$ cat src/design/zrf_pkg.sv
package zrf_pkg;

    // offset counters saturate at all ones of this width
    localparam int OFFSET_WIDTH = 32;
    localparam int IDX_W        = 33;
    localparam int TOT_W        = IDX_W + 1;
    localparam int HDR_W        = 18;
    localparam int OUT_W        = 32;
    localparam int MAX_RES      = 3;
    localparam int CNT_W        = 2;
    localparam int TDATA_W      = 88;

    localparam logic [OFFSET_WIDTH-1:0] OFF_MAX = {OFFSET_WIDTH{1'b1}};
    localparam logic [IDX_W-1:0]        IDX_MAX = {IDX_W{1'b1}};

    localparam logic [31:0] SIG_LOCAL  = 32'h0403_4b50;
    localparam logic [31:0] SIG_DIRHDR = 32'h0201_4b50;
    localparam logic [31:0] SIG_END    = 32'h0605_4b50;

    localparam logic [IDX_W-1:0] SIG_LAST_IDX = IDX_W'(3);

    // local file header layout
    localparam logic [IDX_W-1:0] LOC_CSIZE0   = IDX_W'('h12);
    localparam logic [IDX_W-1:0] LOC_CSIZE1   = IDX_W'('h13);
    localparam logic [IDX_W-1:0] LOC_CSIZE2   = IDX_W'('h14);
    localparam logic [IDX_W-1:0] LOC_CSIZE3   = IDX_W'('h15);
    localparam logic [IDX_W-1:0] LOC_NAME_LO  = IDX_W'('h1a);
    localparam logic [IDX_W-1:0] LOC_NAME_HI  = IDX_W'('h1b);
    localparam logic [IDX_W-1:0] LOC_EXTRA_LO = IDX_W'('h1c);
    localparam logic [IDX_W-1:0] LOC_EXTRA_HI = IDX_W'('h1d);
    localparam logic [HDR_W-1:0] LOC_FIXED    = HDR_W'('h1e);

    // central directory file header layout
    localparam logic [IDX_W-1:0] DIR_NAME_LO  = IDX_W'('h1c);
    localparam logic [IDX_W-1:0] DIR_NAME_HI  = IDX_W'('h1d);
    localparam logic [IDX_W-1:0] DIR_EXTRA_LO = IDX_W'('h1e);
    localparam logic [IDX_W-1:0] DIR_EXTRA_HI = IDX_W'('h1f);
    localparam logic [IDX_W-1:0] DIR_CMT_LO   = IDX_W'('h20);
    localparam logic [IDX_W-1:0] DIR_CMT_HI   = IDX_W'('h21);
    localparam logic [IDX_W-1:0] DIR_DONE_MIN = IDX_W'('h2d);
    localparam logic [HDR_W-1:0] DIR_FIXED    = HDR_W'('h2e);

    // end of central directory layout
    localparam logic [IDX_W-1:0] END_CMT_LO   = IDX_W'('h14);
    localparam logic [IDX_W-1:0] END_CMT_HI   = IDX_W'('h15);
    localparam logic [HDR_W-1:0] END_FIXED    = HDR_W'('h16);

    typedef enum logic [4:0] {
        PH_SIG    = 5'b00001,
        PH_LOCAL  = 5'b00010,
        PH_DIRHDR = 5'b00100,
        PH_END    = 5'b01000,
        PH_STOP   = 5'b10000
    } t_phase;

    typedef enum logic [2:0] {
        KIND_LOCAL  = 3'd0,
        KIND_DIRHDR = 3'd1,
        KIND_END    = 3'd2,
        KIND_SPAN   = 3'd3,
        KIND_STOP   = 3'd4
    } t_kind;

    typedef struct packed {
        t_kind            kind;
        logic [OUT_W-1:0] offset;
        logic [HDR_W-1:0] hdr_len;
        logic [OUT_W-1:0] body_len;
        logic             last;
    } t_result;

    typedef struct packed {
        logic [CNT_W-1:0]          cnt;
        t_result [MAX_RES-1:0]     res;
    } t_bundle;

    function automatic logic [OFFSET_WIDTH-1:0] sat_off(input logic [OFFSET_WIDTH-1:0] v);
        return (v == OFF_MAX) ? v : v + OFFSET_WIDTH'(1);
    endfunction

    function automatic logic [OUT_W-1:0] to_out(input logic [OFFSET_WIDTH-1:0] v);
        logic [63:0] w;
        w = 64'(v);
        return w[OUT_W-1:0];
    endfunction

    function automatic t_result make_res(input t_kind k, input logic [OFFSET_WIDTH-1:0] off,
                                         input logic [HDR_W-1:0] hdr,
                                         input logic [OUT_W-1:0] body);
        t_result r;
        r.kind     = k;
        r.offset   = to_out(off);
        r.hdr_len  = hdr;
        r.body_len = body;
        r.last     = 1'b0;
        return r;
    endfunction

endpackage

$ cat src/design/zrf_parser.sv
module zrf_parser
    import zrf_pkg::*;
(
    input  logic       i_clk,
    input  logic       i_rst_n,
    input  logic       i_advance,
    input  logic [7:0] i_byte,
    input  logic       i_eof,
    output t_bundle    o_bundle
);

    t_phase                  r_phase, n_phase;
    logic [OFFSET_WIDTH-1:0] r_stream_off, n_stream_off;
    logic [OFFSET_WIDTH-1:0] r_rec_start, n_rec_start;
    logic [IDX_W-1:0]        r_idx, n_idx;
    logic [31:0]             r_sig, n_sig;
    logic [15:0]             r_name, n_name;
    logic [15:0]             r_extra, n_extra;
    logic [15:0]             r_comment, n_comment;
    logic [31:0]             r_csize, n_csize;
    logic                    r_in_dir, n_in_dir;
    logic [OFFSET_WIDTH-1:0] r_dir_start, n_dir_start;

    logic [IDX_W-1:0]        idx_inc;
    logic [TOT_W-1:0]        idx_next;
    logic [HDR_W-1:0]        hdr_len;
    logic [TOT_W-1:0]        tot_len;
    logic                    done;
    logic [CNT_W-1:0]        v_cnt;
    t_result [MAX_RES-1:0]   v_res;

    assign idx_inc  = (r_idx == IDX_MAX) ? r_idx : r_idx + IDX_W'(1);
    assign idx_next = TOT_W'(r_idx) + TOT_W'(1);

    always_comb begin
        n_phase      = r_phase;
        n_stream_off = sat_off(r_stream_off);
        n_rec_start  = r_rec_start;
        n_idx        = r_idx;
        n_sig        = r_sig;
        n_name       = r_name;
        n_extra      = r_extra;
        n_comment    = r_comment;
        n_csize      = r_csize;
        n_in_dir     = r_in_dir;
        n_dir_start  = r_dir_start;
        hdr_len      = '0;
        tot_len      = '0;
        done         = 1'b0;
        v_cnt        = '0;
        v_res        = '0;

        unique case (r_phase)
            PH_SIG: begin
                n_sig = {i_byte, r_sig[31:8]};
                n_idx = idx_inc;
                if (r_idx >= SIG_LAST_IDX) begin
                    if (n_sig == SIG_LOCAL) begin
                        if (r_in_dir) begin
                            v_res[v_cnt] = make_res(KIND_SPAN, r_dir_start, '0,
                                                    to_out(r_rec_start - r_dir_start));
                            v_cnt = v_cnt + CNT_W'(1);
                            n_in_dir = 1'b0;
                        end
                        n_phase = PH_LOCAL;
                    end else if (n_sig == SIG_DIRHDR || n_sig == SIG_END) begin
                        if (!r_in_dir) begin
                            n_in_dir    = 1'b1;
                            n_dir_start = r_rec_start;
                        end
                        n_phase = (n_sig == SIG_DIRHDR) ? PH_DIRHDR : PH_END;
                    end else begin
                        if (r_in_dir) begin
                            v_res[v_cnt] = make_res(KIND_SPAN, r_dir_start, '0,
                                                    to_out(r_rec_start - r_dir_start));
                            v_cnt = v_cnt + CNT_W'(1);
                            n_in_dir = 1'b0;
                        end
                        v_res[v_cnt] = make_res(KIND_STOP, r_rec_start, '0, to_out(r_rec_start));
                        v_cnt   = v_cnt + CNT_W'(1);
                        n_phase = PH_STOP;
                    end
                end
            end
            PH_LOCAL: begin
                if (r_idx == LOC_CSIZE0) n_csize = {24'b0, i_byte};
                if (r_idx == LOC_CSIZE1) n_csize[15:8]  = i_byte;
                if (r_idx == LOC_CSIZE2) n_csize[23:16] = i_byte;
                if (r_idx == LOC_CSIZE3) n_csize[31:24] = i_byte;
                if (r_idx == LOC_NAME_LO)  n_name  = {8'b0, i_byte};
                if (r_idx == LOC_NAME_HI)  n_name[15:8]  = i_byte;
                if (r_idx == LOC_EXTRA_LO) n_extra = {8'b0, i_byte};
                if (r_idx == LOC_EXTRA_HI) n_extra[15:8] = i_byte;
                hdr_len = LOC_FIXED + HDR_W'(n_name) + HDR_W'(n_extra);
                tot_len = TOT_W'(hdr_len) + TOT_W'(n_csize);
                if (r_idx >= LOC_EXTRA_HI && idx_next == tot_len) begin
                    v_res[v_cnt] = make_res(KIND_LOCAL, r_rec_start, hdr_len, n_csize);
                    v_cnt = v_cnt + CNT_W'(1);
                    done  = 1'b1;
                end
                n_idx = idx_inc;
            end
            PH_DIRHDR: begin
                if (r_idx == DIR_NAME_LO)  n_name    = {8'b0, i_byte};
                if (r_idx == DIR_NAME_HI)  n_name[15:8]    = i_byte;
                if (r_idx == DIR_EXTRA_LO) n_extra   = {8'b0, i_byte};
                if (r_idx == DIR_EXTRA_HI) n_extra[15:8]   = i_byte;
                if (r_idx == DIR_CMT_LO)   n_comment = {8'b0, i_byte};
                if (r_idx == DIR_CMT_HI)   n_comment[15:8] = i_byte;
                hdr_len = DIR_FIXED + HDR_W'(n_name) + HDR_W'(n_extra) + HDR_W'(n_comment);
                if (r_idx >= DIR_DONE_MIN && idx_next == TOT_W'(hdr_len)) begin
                    v_res[v_cnt] = make_res(KIND_DIRHDR, r_rec_start, hdr_len, '0);
                    v_cnt = v_cnt + CNT_W'(1);
                    done  = 1'b1;
                end
                n_idx = idx_inc;
            end
            PH_END: begin
                if (r_idx == END_CMT_LO) n_comment = {8'b0, i_byte};
                if (r_idx == END_CMT_HI) n_comment[15:8] = i_byte;
                hdr_len = END_FIXED + HDR_W'(n_comment);
                if (r_idx >= END_CMT_HI && idx_next == TOT_W'(hdr_len)) begin
                    v_res[v_cnt] = make_res(KIND_END, r_rec_start, hdr_len, '0);
                    v_cnt = v_cnt + CNT_W'(1);
                    done  = 1'b1;
                end
                n_idx = idx_inc;
            end
            PH_STOP: begin
                n_idx = r_idx;
            end
            default: begin
                n_phase = PH_SIG;
            end
        endcase

        // record finished: next byte starts a signature
        if (done) begin
            n_phase     = PH_SIG;
            n_idx       = '0;
            n_rec_start = sat_off(r_stream_off);
        end

        if (i_eof) begin
            if (n_phase != PH_STOP) begin
                if (n_in_dir) begin
                    v_res[v_cnt] = make_res(KIND_SPAN, n_dir_start, '0,
                                            to_out(n_rec_start - n_dir_start));
                    v_cnt = v_cnt + CNT_W'(1);
                end
                v_res[v_cnt] = make_res(KIND_STOP, n_rec_start, '0, to_out(n_rec_start));
                v_cnt = v_cnt + CNT_W'(1);
            end
            n_phase      = PH_SIG;
            n_stream_off = '0;
            n_rec_start  = '0;
            n_idx        = '0;
            n_sig        = '0;
            n_name       = '0;
            n_extra      = '0;
            n_comment    = '0;
            n_csize      = '0;
            n_in_dir     = 1'b0;
            n_dir_start  = '0;
        end

        if (v_cnt != '0) v_res[v_cnt - CNT_W'(1)].last = 1'b1;
    end

    assign o_bundle.cnt = v_cnt;
    assign o_bundle.res = v_res;

    always_ff @(posedge i_clk) begin
        if (!i_rst_n) begin
            r_phase      <= PH_SIG;
            r_stream_off <= '0;
            r_rec_start  <= '0;
            r_idx        <= '0;
            r_sig        <= '0;
            r_name       <= '0;
            r_extra      <= '0;
            r_comment    <= '0;
            r_csize      <= '0;
            r_in_dir     <= 1'b0;
            r_dir_start  <= '0;
        end else if (i_advance) begin
            r_phase      <= n_phase;
            r_stream_off <= n_stream_off;
            r_rec_start  <= n_rec_start;
            r_idx        <= n_idx;
            r_sig        <= n_sig;
            r_name       <= n_name;
            r_extra      <= n_extra;
            r_comment    <= n_comment;
            r_csize      <= n_csize;
            r_in_dir     <= n_in_dir;
            r_dir_start  <= n_dir_start;
        end
    end

endmodule

$ cat src/design/zrf_out_queue.sv
module zrf_out_queue
    import zrf_pkg::*;
(
    input  logic    i_clk,
    input  logic    i_rst_n,
    input  logic    i_load,
    input  t_bundle i_bundle,
    input  logic    i_ready,
    output logic    o_take,
    output logic    o_valid,
    output t_result o_head
);

    logic [CNT_W-1:0]      r_cnt;
    t_result [MAX_RES-1:0] r_res;
    logic                  pop;

    assign o_valid = (r_cnt != '0);
    assign pop     = o_valid && i_ready;
    // free when empty or once the last held result leaves this cycle
    assign o_take  = (r_cnt == '0) || (r_cnt == CNT_W'(1) && i_ready);
    assign o_head  = r_res[0];

    always_ff @(posedge i_clk) begin
        if (!i_rst_n) begin
            r_cnt <= '0;
        end else if (i_load && o_take) begin
            r_cnt <= i_bundle.cnt;
        end else if (pop) begin
            r_cnt <= r_cnt - CNT_W'(1);
        end
    end

    always_ff @(posedge i_clk) begin
        if (i_load && o_take) begin
            r_res <= i_bundle.res;
        end else if (pop) begin
            r_res[0] <= r_res[1];
            r_res[1] <= r_res[2];
        end
    end

endmodule

$ cat src/design/zip_record_framer.sv
// zip record framer
// frames a zip archive arriving one byte per beat on the s_axis side and
// reports each local header, central directory header and end record
// on the m_axis side, plus a beat when a central directory span closes and
// a stop beat when an unknown signature appears or the archive ends
// s_axis: tdata = archive byte, tlast = final byte of the archive
// m_axis: one beat per result, kind on tuser; tlast ends the results of one byte
// a byte is taken into the input register, parsed from there into the result
// register, and its result beats are shown from the result register
// throughput: one byte per cycle while m_axis_tready is high and each byte
// gives at most one result; a byte that gives more stalls the intake while
// the result register drains one beat per cycle (at most three results per
// byte)
// reset (i_rst_n low at a clock edge) empties both registers and puts the
// parser back to waiting for a signature at offset zero; a beat with tlast
// resets the parser alike after its results are formed
// when m_axis_tready is low, results hold and s_axis_tready drops once the
// input register is full while results wait, so no beat is lost
module zip_record_framer
    import zrf_pkg::*;
(
    input  logic               i_clk,
    input  logic               i_rst_n,
    input  logic               s_axis_tvalid,
    output logic               s_axis_tready,
    input  logic [7:0]         s_axis_tdata,   // [7:0] data_byte
    input  logic               s_axis_tlast,   // end_of_file
    output logic               m_axis_tvalid,
    input  logic               m_axis_tready,
    output logic [TDATA_W-1:0] m_axis_tdata,   // [31:0] record_offset, [49:32] header_length,
                                               // [81:50] body_length
    output logic [2:0]         m_axis_tuser,   // [2:0] record_kind
    output logic               m_axis_tlast    // last_of_run
);

    // input register
    logic       r_in_valid;
    logic [7:0] r_in_byte;
    logic       r_in_eof;

    logic       take;
    logic       advance;
    t_bundle    bundle;
    t_result    head;

    assign advance       = r_in_valid && take;
    assign s_axis_tready = !r_in_valid || take;

    always_ff @(posedge i_clk) begin
        if (!i_rst_n) begin
            r_in_valid <= 1'b0;
        end else if (s_axis_tready) begin
            r_in_valid <= s_axis_tvalid;
        end
    end

    always_ff @(posedge i_clk) begin
        if (s_axis_tvalid && s_axis_tready) begin
            r_in_byte <= s_axis_tdata;
            r_in_eof  <= s_axis_tlast;
        end
    end

    // signature match, field capture and record end detection
    zrf_parser u_parser (
        .i_clk     (i_clk),
        .i_rst_n   (i_rst_n),
        .i_advance (advance),
        .i_byte    (r_in_byte),
        .i_eof     (r_in_eof),
        .o_bundle  (bundle)
    );

    // result register, up to three results of one byte, one beat a cycle while m_axis_tready is high
    zrf_out_queue u_queue (
        .i_clk    (i_clk),
        .i_rst_n  (i_rst_n),
        .i_load   (advance),
        .i_bundle (bundle),
        .i_ready  (m_axis_tready),
        .o_take   (take),
        .o_valid  (m_axis_tvalid),
        .o_head   (head)
    );

    assign m_axis_tdata = {6'b000000, head.body_len, head.hdr_len, head.offset};
    assign m_axis_tuser = head.kind;
    assign m_axis_tlast = head.last;

    // a byte that yields results shows a beat in the next cycle
    a_load_shows: assert property (@(posedge i_clk) disable iff (!i_rst_n)
        (advance && bundle.cnt != '0) |=> m_axis_tvalid)
        else $error("loaded results not presented");

    // the last result formed for a byte carries the run end mark
    a_last_mark: assert property (@(posedge i_clk) disable iff (!i_rst_n)
        (bundle.cnt != '0) |-> bundle.res[bundle.cnt - CNT_W'(1)].last)
        else $error("run end mark missing");

    // a result taken without the run end mark is followed by another beat
    a_run_cont: assert property (@(posedge i_clk) disable iff (!i_rst_n)
        (m_axis_tvalid && m_axis_tready && !m_axis_tlast) |=> m_axis_tvalid)
        else $error("run cut short");

endmodule
$ cat config.mk
export PLATFORM = sky130hd
export DESIGN_NAME = zip_record_framer
export DESIGN_NICKNAME = d
export VERILOG_FILES = /design/src/design/zrf_pkg.sv /design/src/design/zrf_parser.sv /design/src/design/zrf_out_queue.sv /design/src/design/zip_record_framer.sv
export SDC_FILE = /design/constraint.sdc
export NUM_CORES = 2
export LEC_CHECK = 0
export BUFFER_PORTS_ARGS = -buffer_cell sky130_fd_sc_hd__buf_2
export CAP_MARGIN = 30
export CORE_MARGIN = 8
export CORE_UTILIZATION = 45
export DETAILED_ROUTE_END_ITERATION = 7
export GPL_ROUTABILITY_DRIVEN = 0
export PLACE_DENSITY = 0.57
export SKIP_LAST_GASP = 1
export SYNTH_ARGS = -nofsm -noshare
export SYNTH_HDL_FRONTEND = slang
export SYNTH_SLANG_ARGS = --single-unit
$ cat constraint.sdc
create_clock -name i_clk -period 16.21 [get_ports i_clk]
set_input_delay 0 -clock i_clk [delete_from_list [all_inputs] [get_ports i_clk]]
set_output_delay 0 -clock i_clk [all_outputs]
set_load 0.03 [all_outputs]
-- After elaboration in Yosys (flattened, before gate mapping)
Index checks and enable logic that the tools add are counted.
- logic and storage cells: 244
- input bits: 13
- register bits after elaboration: 517
- reduce and logical (&&, ||, !) cells: 32
- magnitude comparators: 12
- $add $sub $neg: 17
- muxes and demuxes: 125
- equal/unequal tests: 28
- operators by type and width (kind ; count):
    two-way mux 258 bit ; 8
    bitwise mux 258 bit ; 4
    demux 86 bit (select 2 bit) ; 4
    two-way mux 172 bit ; 4
    two-way mux 86 bit ; 8
    two-way mux 32 bit ; 16
    case mux 86 bit (4 select lines) ; 1
    == test 33 x 5 -> 1 bit, second input constant ; 10
    two-way mux 16 bit ; 15
    two-way mux 85 bit ; 2
    two-way mux 8 bit ; 18
    two-way mux 33 bit ; 4
    case mux 16 bit (2 select lines) ; 3
    two-way mux 84 bit ; 1
    two-way mux 83 bit ; 1
    == test 34 x 18 -> 1 bit ; 2
    == test 33 x 6 -> 1 bit, second input constant ; 2
    greater-or-equal comparator 33 x 5 -> 1 bit, second input constant ; 2
    == test 32 x 27 -> 1 bit, second input constant ; 2
    subtractor 32 bit ; 2
    adder 18 x 16 -> 18 bit ; 3
    adder 33 x 1 -> 34 bit, second input constant ; 1
    adder 5 x 16 -> 17 bit, first input constant ; 2
    == test 34 bit ; 1
    37 further kinds ; 98

-- Logic depth before layout (Yosys ltp)
- depth in word-level cells: 27
- mapped depth: 55
- depth with buffers taken out: 48

-- Modules after synthesis
Synthesis repeated with hierarchy kept, for this count alone.
- cell total of the unflattened synthesis: 4490
- area total of the unflattened synthesis: 40060.9 um^2
- by module, submodules not included (module ; sequential area each (um^2) ; area an instance (um^2) ; instances ; cells each):
    zrf_parser ; 4784.6 ; 28268.4 ; 1 ; 3910
    zrf_out_queue ; 7787.5 ; 11408.4 ; 1 ; 558
    zip_record_framer ; 290.3 ; 384.1 ; 1 ; 22

-- Worst setup path after synthesis
No wires, ideal clock.
- path kind: reg-to-reg
- start: register u_parser.r_idx[8]
- end: register u_queue.r_res[116] (netlist name) (data pin)
- setup slack: 3448 ps
- stages on the path, launching flop included: 54
- arrival: 12501 ps
- path buffers: 9
- setup time: 261 ps
- required time: 15949 ps
- cell sequence: dfxtp_1 buf_4 nor4_2 nand4_2 buf_2 clkbuf_1 nor2_1 and4_1 clkbuf_1 buf_1 buf_1 mux2i_1 inv_1 ha_1 a21o_1 a21oi_1 o21ai_0 a21oi_1 [... 18 more ...] nand2_8 buf_8 mux2i_1 inv_1 ha_1 or3_1 and3_1 a22o_1 a41o_1 o41ai_1 o211ai_1 and3b_1 o21a_1 o311ai_0 mux2i_1 and3_1 o21ai_0 a221o_1
- word-level cells in the longest chain between the ends: 26
- elaborated cells between the ends (all ways): 113
- ends and longest elaborated chain (what ; RTL line ; text):
    from (decl) ; zrf_parser.sv:15 ; logic [IDX_W-1:0] r_idx, n_idx;
    from (signal assigned) ; zrf_parser.sv:190 ; r_idx <= n_idx;
    branches (longest 24 deep; another with adder 18 x 32 -> 33 bit) ; - ;
    two-way mux 258 bit * ; zrf_parser.sv:167 ; if (v_cnt != '0) v_res[v_cnt - CNT_W'(1)].last = 1'b1;
    two-way mux 172 bit * ; zrf_out_queue.sv:35 ; if (i_load && o_take) begin
    to (signal assigned) ; zrf_out_queue.sv:36 ; r_res <= i_bundle.res;
    to (decl) ; zrf_out_queue.sv:15 ; t_result [MAX_RES-1:0] r_res;
Every way passes the cells marked *. The select of a mux whose other input is x is not followed.
A chain may end at the register's enable or synchronous reset.

-- Worst setup path in the final report
- start: register u_parser.r_idx[5]
- end: register u_queue.r_res (netlist bit u_queue.o_head[31]) (data pin)
The elaborated chain is that of the path after synthesis.

==> results.cfg <==
[die]
die_h_um = 298.9
die_w_um = 298.9
rows = 103
start_util = 0.4550
ioPinCount = 107
dieArea_mm2 = 0.08931
core-area_mm2 = 0.07913

[clocking]
cts_hold_buf = 13
cts.clk_slew.worst_paths_ns = 0.06
clockBufferDepth = 3
cts_buffers = 55
cts_setup_buffers = 0
cts_root_buffer = clkbuf_16
ctsResizeCount = 0
clock_sinks = 471
htree_levels = 2
cts_tree = yes
insertion_delay_ns = 0.66

[critical_path]
critPathSlowestCell = or4_1
end_kind = flip-flop
slowest_delay_ns = 0.74
critPathArrivalTime_ns = 15.02
cp-start-kind = flip-flop
cpMostUsedCell = a21oi_1
cp.required_ns = 16.61
path_class = reg2reg
rrSetupSlack_ns = 1.59
path_max_fanout = 52

[pwr]
intPower_mw = 2.333
clockPowerShare = 0.394
combPwrFrac = 0.178
finalPower_mw = 3.377
p_seq_frac = 0.428
powerDensity_mw_per_mm2 = 86.95
sw_frac_of_total = 0.3090
leakage_nw = 14.46
ir_worst_vdd_v = 0.00007787
switchingPower_mw = 1.043

[routing]
wl_met1_um = 61120
routed.top_layer = met4
drt-wirelength-per-cell_um = 26.27
finalWirelength_um = 138600
firstDrtPassIters = 6
vias = 34480
via_per_inst = 6.536
drt-initial-drc-count = 4821
met3_wirelength_um = 15540
met2_wirelength_um = 57300
route.detailed.drc = 0
postRouteAntennaNets = 0

[cells_and_area]
n_fill_cell = 7685
layout-drive-gt1-share = 0.1032
syn_to_final_growth_pct = 7.868
nets = 4346
stdcell_count = 5276
layout_common_cells = nor2_1, nand2_1, a21oi_1, dfxtp_1, edfxtp_1
final_util = 0.4908
stdcell_area_mm2 = 0.03884
antennaDiodeCount = 0
mostFrequentLayoutCell = nor2_1

[place]
io_buffers = 100
dp_hpwl_um = 97710
place_area_mm2 = 0.03679
pre_cts_ws_ns = 2.002
dp_cells = 5158

[timing]
rsz0062_at_grt = false
finalMaxSlewViolations = 0
clock.fmax_ghz = 0.06839
period_needed_ns = 14.62
tns_ns = 0
finalSetupViolations = 0
worstMarginPinSlew_ns = 1.072
hold-worst-slack_ns = 0.08384
slew_headroom = 0.2829
final-hold-violation-count = 0
setup_ws_ns = 1.587
fin_skew_ns = 0.05609
fin_crit_sh = 0.9021

[synthesis]
async_flop_share = 0
ys_ff_latch = 471
synth_cell_types = 109
synth_area_mm2 = 0.03600
ys_top_cells_by_area = edfxtp_1, dfxtp_1, nor2_1, ha_1, nand2_1
syn_inst = 4305
synth-edff-count = 229
ys.flop_type = dfxtp_1
synth_top_area_share = 0.1910
synth_warnings = 0
yosysTopAreaCell = edfxtp_1
ys_seq_area_frac = 0.3256
postSynthAreaPerCell_um2 = 8.363

[worst_hold_path]
hp-class = in2reg

[global_route]
grt_pass1_vias = 31060
grt_max_degree = 88
antenna_found_initial = 3
grt_use_total = 0.2935
overflow = 0
grt_pass1_wl_um = 204800

[run_status]
outcome = finished clean

[run]
drv_cap = 0
[cell usage after synthesis, types with 46 or more instances]
cell type  number
a211oi_1       57
a21oi_1       279
a22o_1         48
a22oi_1       178
and3_1         51
buf_4         100
clkbuf_1      237
dfxtp_1       242
edfxtp_1      229
ha_1          133
inv_1         146
mux2i_1        99
nand2_1       377
nand3_1        95
nand4_1        46
nor2_1        521
nor3_1         89
o21ai_0       207
o22ai_1        50
xnor2_1       156
xor2_1         83
[sequential cells by signal (all words and copies together) (netlist names)]
register	cells
u_queue.r_res	134
u_queue.o_head	86
u_parser.r_idx	33
u_parser.r_csize	32
u_parser.r_dir_start	32
u_parser.r_rec_start	32
u_parser.r_stream_off	32
u_parser.r_sig	24
u_parser.r_comment	16
u_parser.r_extra	16
u_parser.r_name	16
r_in_byte	8
u_parser.r_phase	5
u_queue.r_cnt	2
r_in_eof	1
r_in_valid	1
u_parser.r_in_dir	1
[power by group through the flow]
| stage | sequential (mW) | combinational, mW | clock (mW) |
|---|---|---|---|
| after floorplan | 1.47 | 0.448 | 0 |
| after global placement | 1.47 | 0.591 | 0 |
| after detailed placement | 1.47 | 0.594 | 0 |
| after CTS | 1.45 | 0.599 | 1.35 |
| after global routing | 1.46 | 0.637 | 1.39 |
| final | 1.45 | 0.601 | 1.33 |
[routing by layer]
metal	GRT usage	vias up
met1	0.4330	16670
met5	0	-
met2	0.4252	1959
li1	-	15590
met4	0.09157	0
met3	0.05993	270
[worst paths after layout]
path | startpoint | to | cells after the start
max | u_parser.r_idx[5] | u_queue.o_head[31] | 43
min | s_axis_tdata[0] | r_in_byte[0] | 2
max reg2reg | u_parser.r_idx[5] | u_queue.o_head[31] | 43
min reg2reg | u_queue.r_cnt[1] | u_queue.r_cnt[1] | 2
[cell families (layout without fill, tap and decap cells)]
| kind of cell | count (synthesis) | count (layout) | synth area share |
|---|---|---|---|
| simple gates | 1466 | 1466 | 0.1946 |
| compound gates | 1289 | 1289 | 0.2478 |
| buf+inv | 538 | 454 | 0.06843 |
| flops | 471 | 471 | 0.3256 |
| xor+xnor | 253 | 253 | 0.06690 |
| fa+ha+maj | 154 | 154 | 0.05790 |
| mux | 133 | 133 | 0.03875 |
| other cells | 1 | 6 | 0.0001042 |
[cell type report]
type	instances	area, um^2	share of cell area
Timing Repair Buffer	198	1329	0.03421
Clock inverter	33	400.4	0.01031
Inverter	152	588.1	0.01514
Clock buffer	71	1509	0.03885
Tap cell	1050	1314	0.03383
Sequential cell	471	11720	0.3018
Multi-Input combinational cell	3301	21970	0.5658
[worst max-delay path, delay by kind of cell, from the launching register on]
kind / cells / cell delay, ns
AND/OR/NAND/NOR: 10 / 4.93
flip-flops: 1 / 0.46
buffers and inverters: 2 / 0.15
AO/OA/AOI/OAI: 24 / 6.48
multiplexers: 1 / 0.60
adder cells (fa/ha/maj): 4 / 1.28
XOR/XNOR: 2 / 0.46
Note: power is estimated with default switching activity, not from simulation.
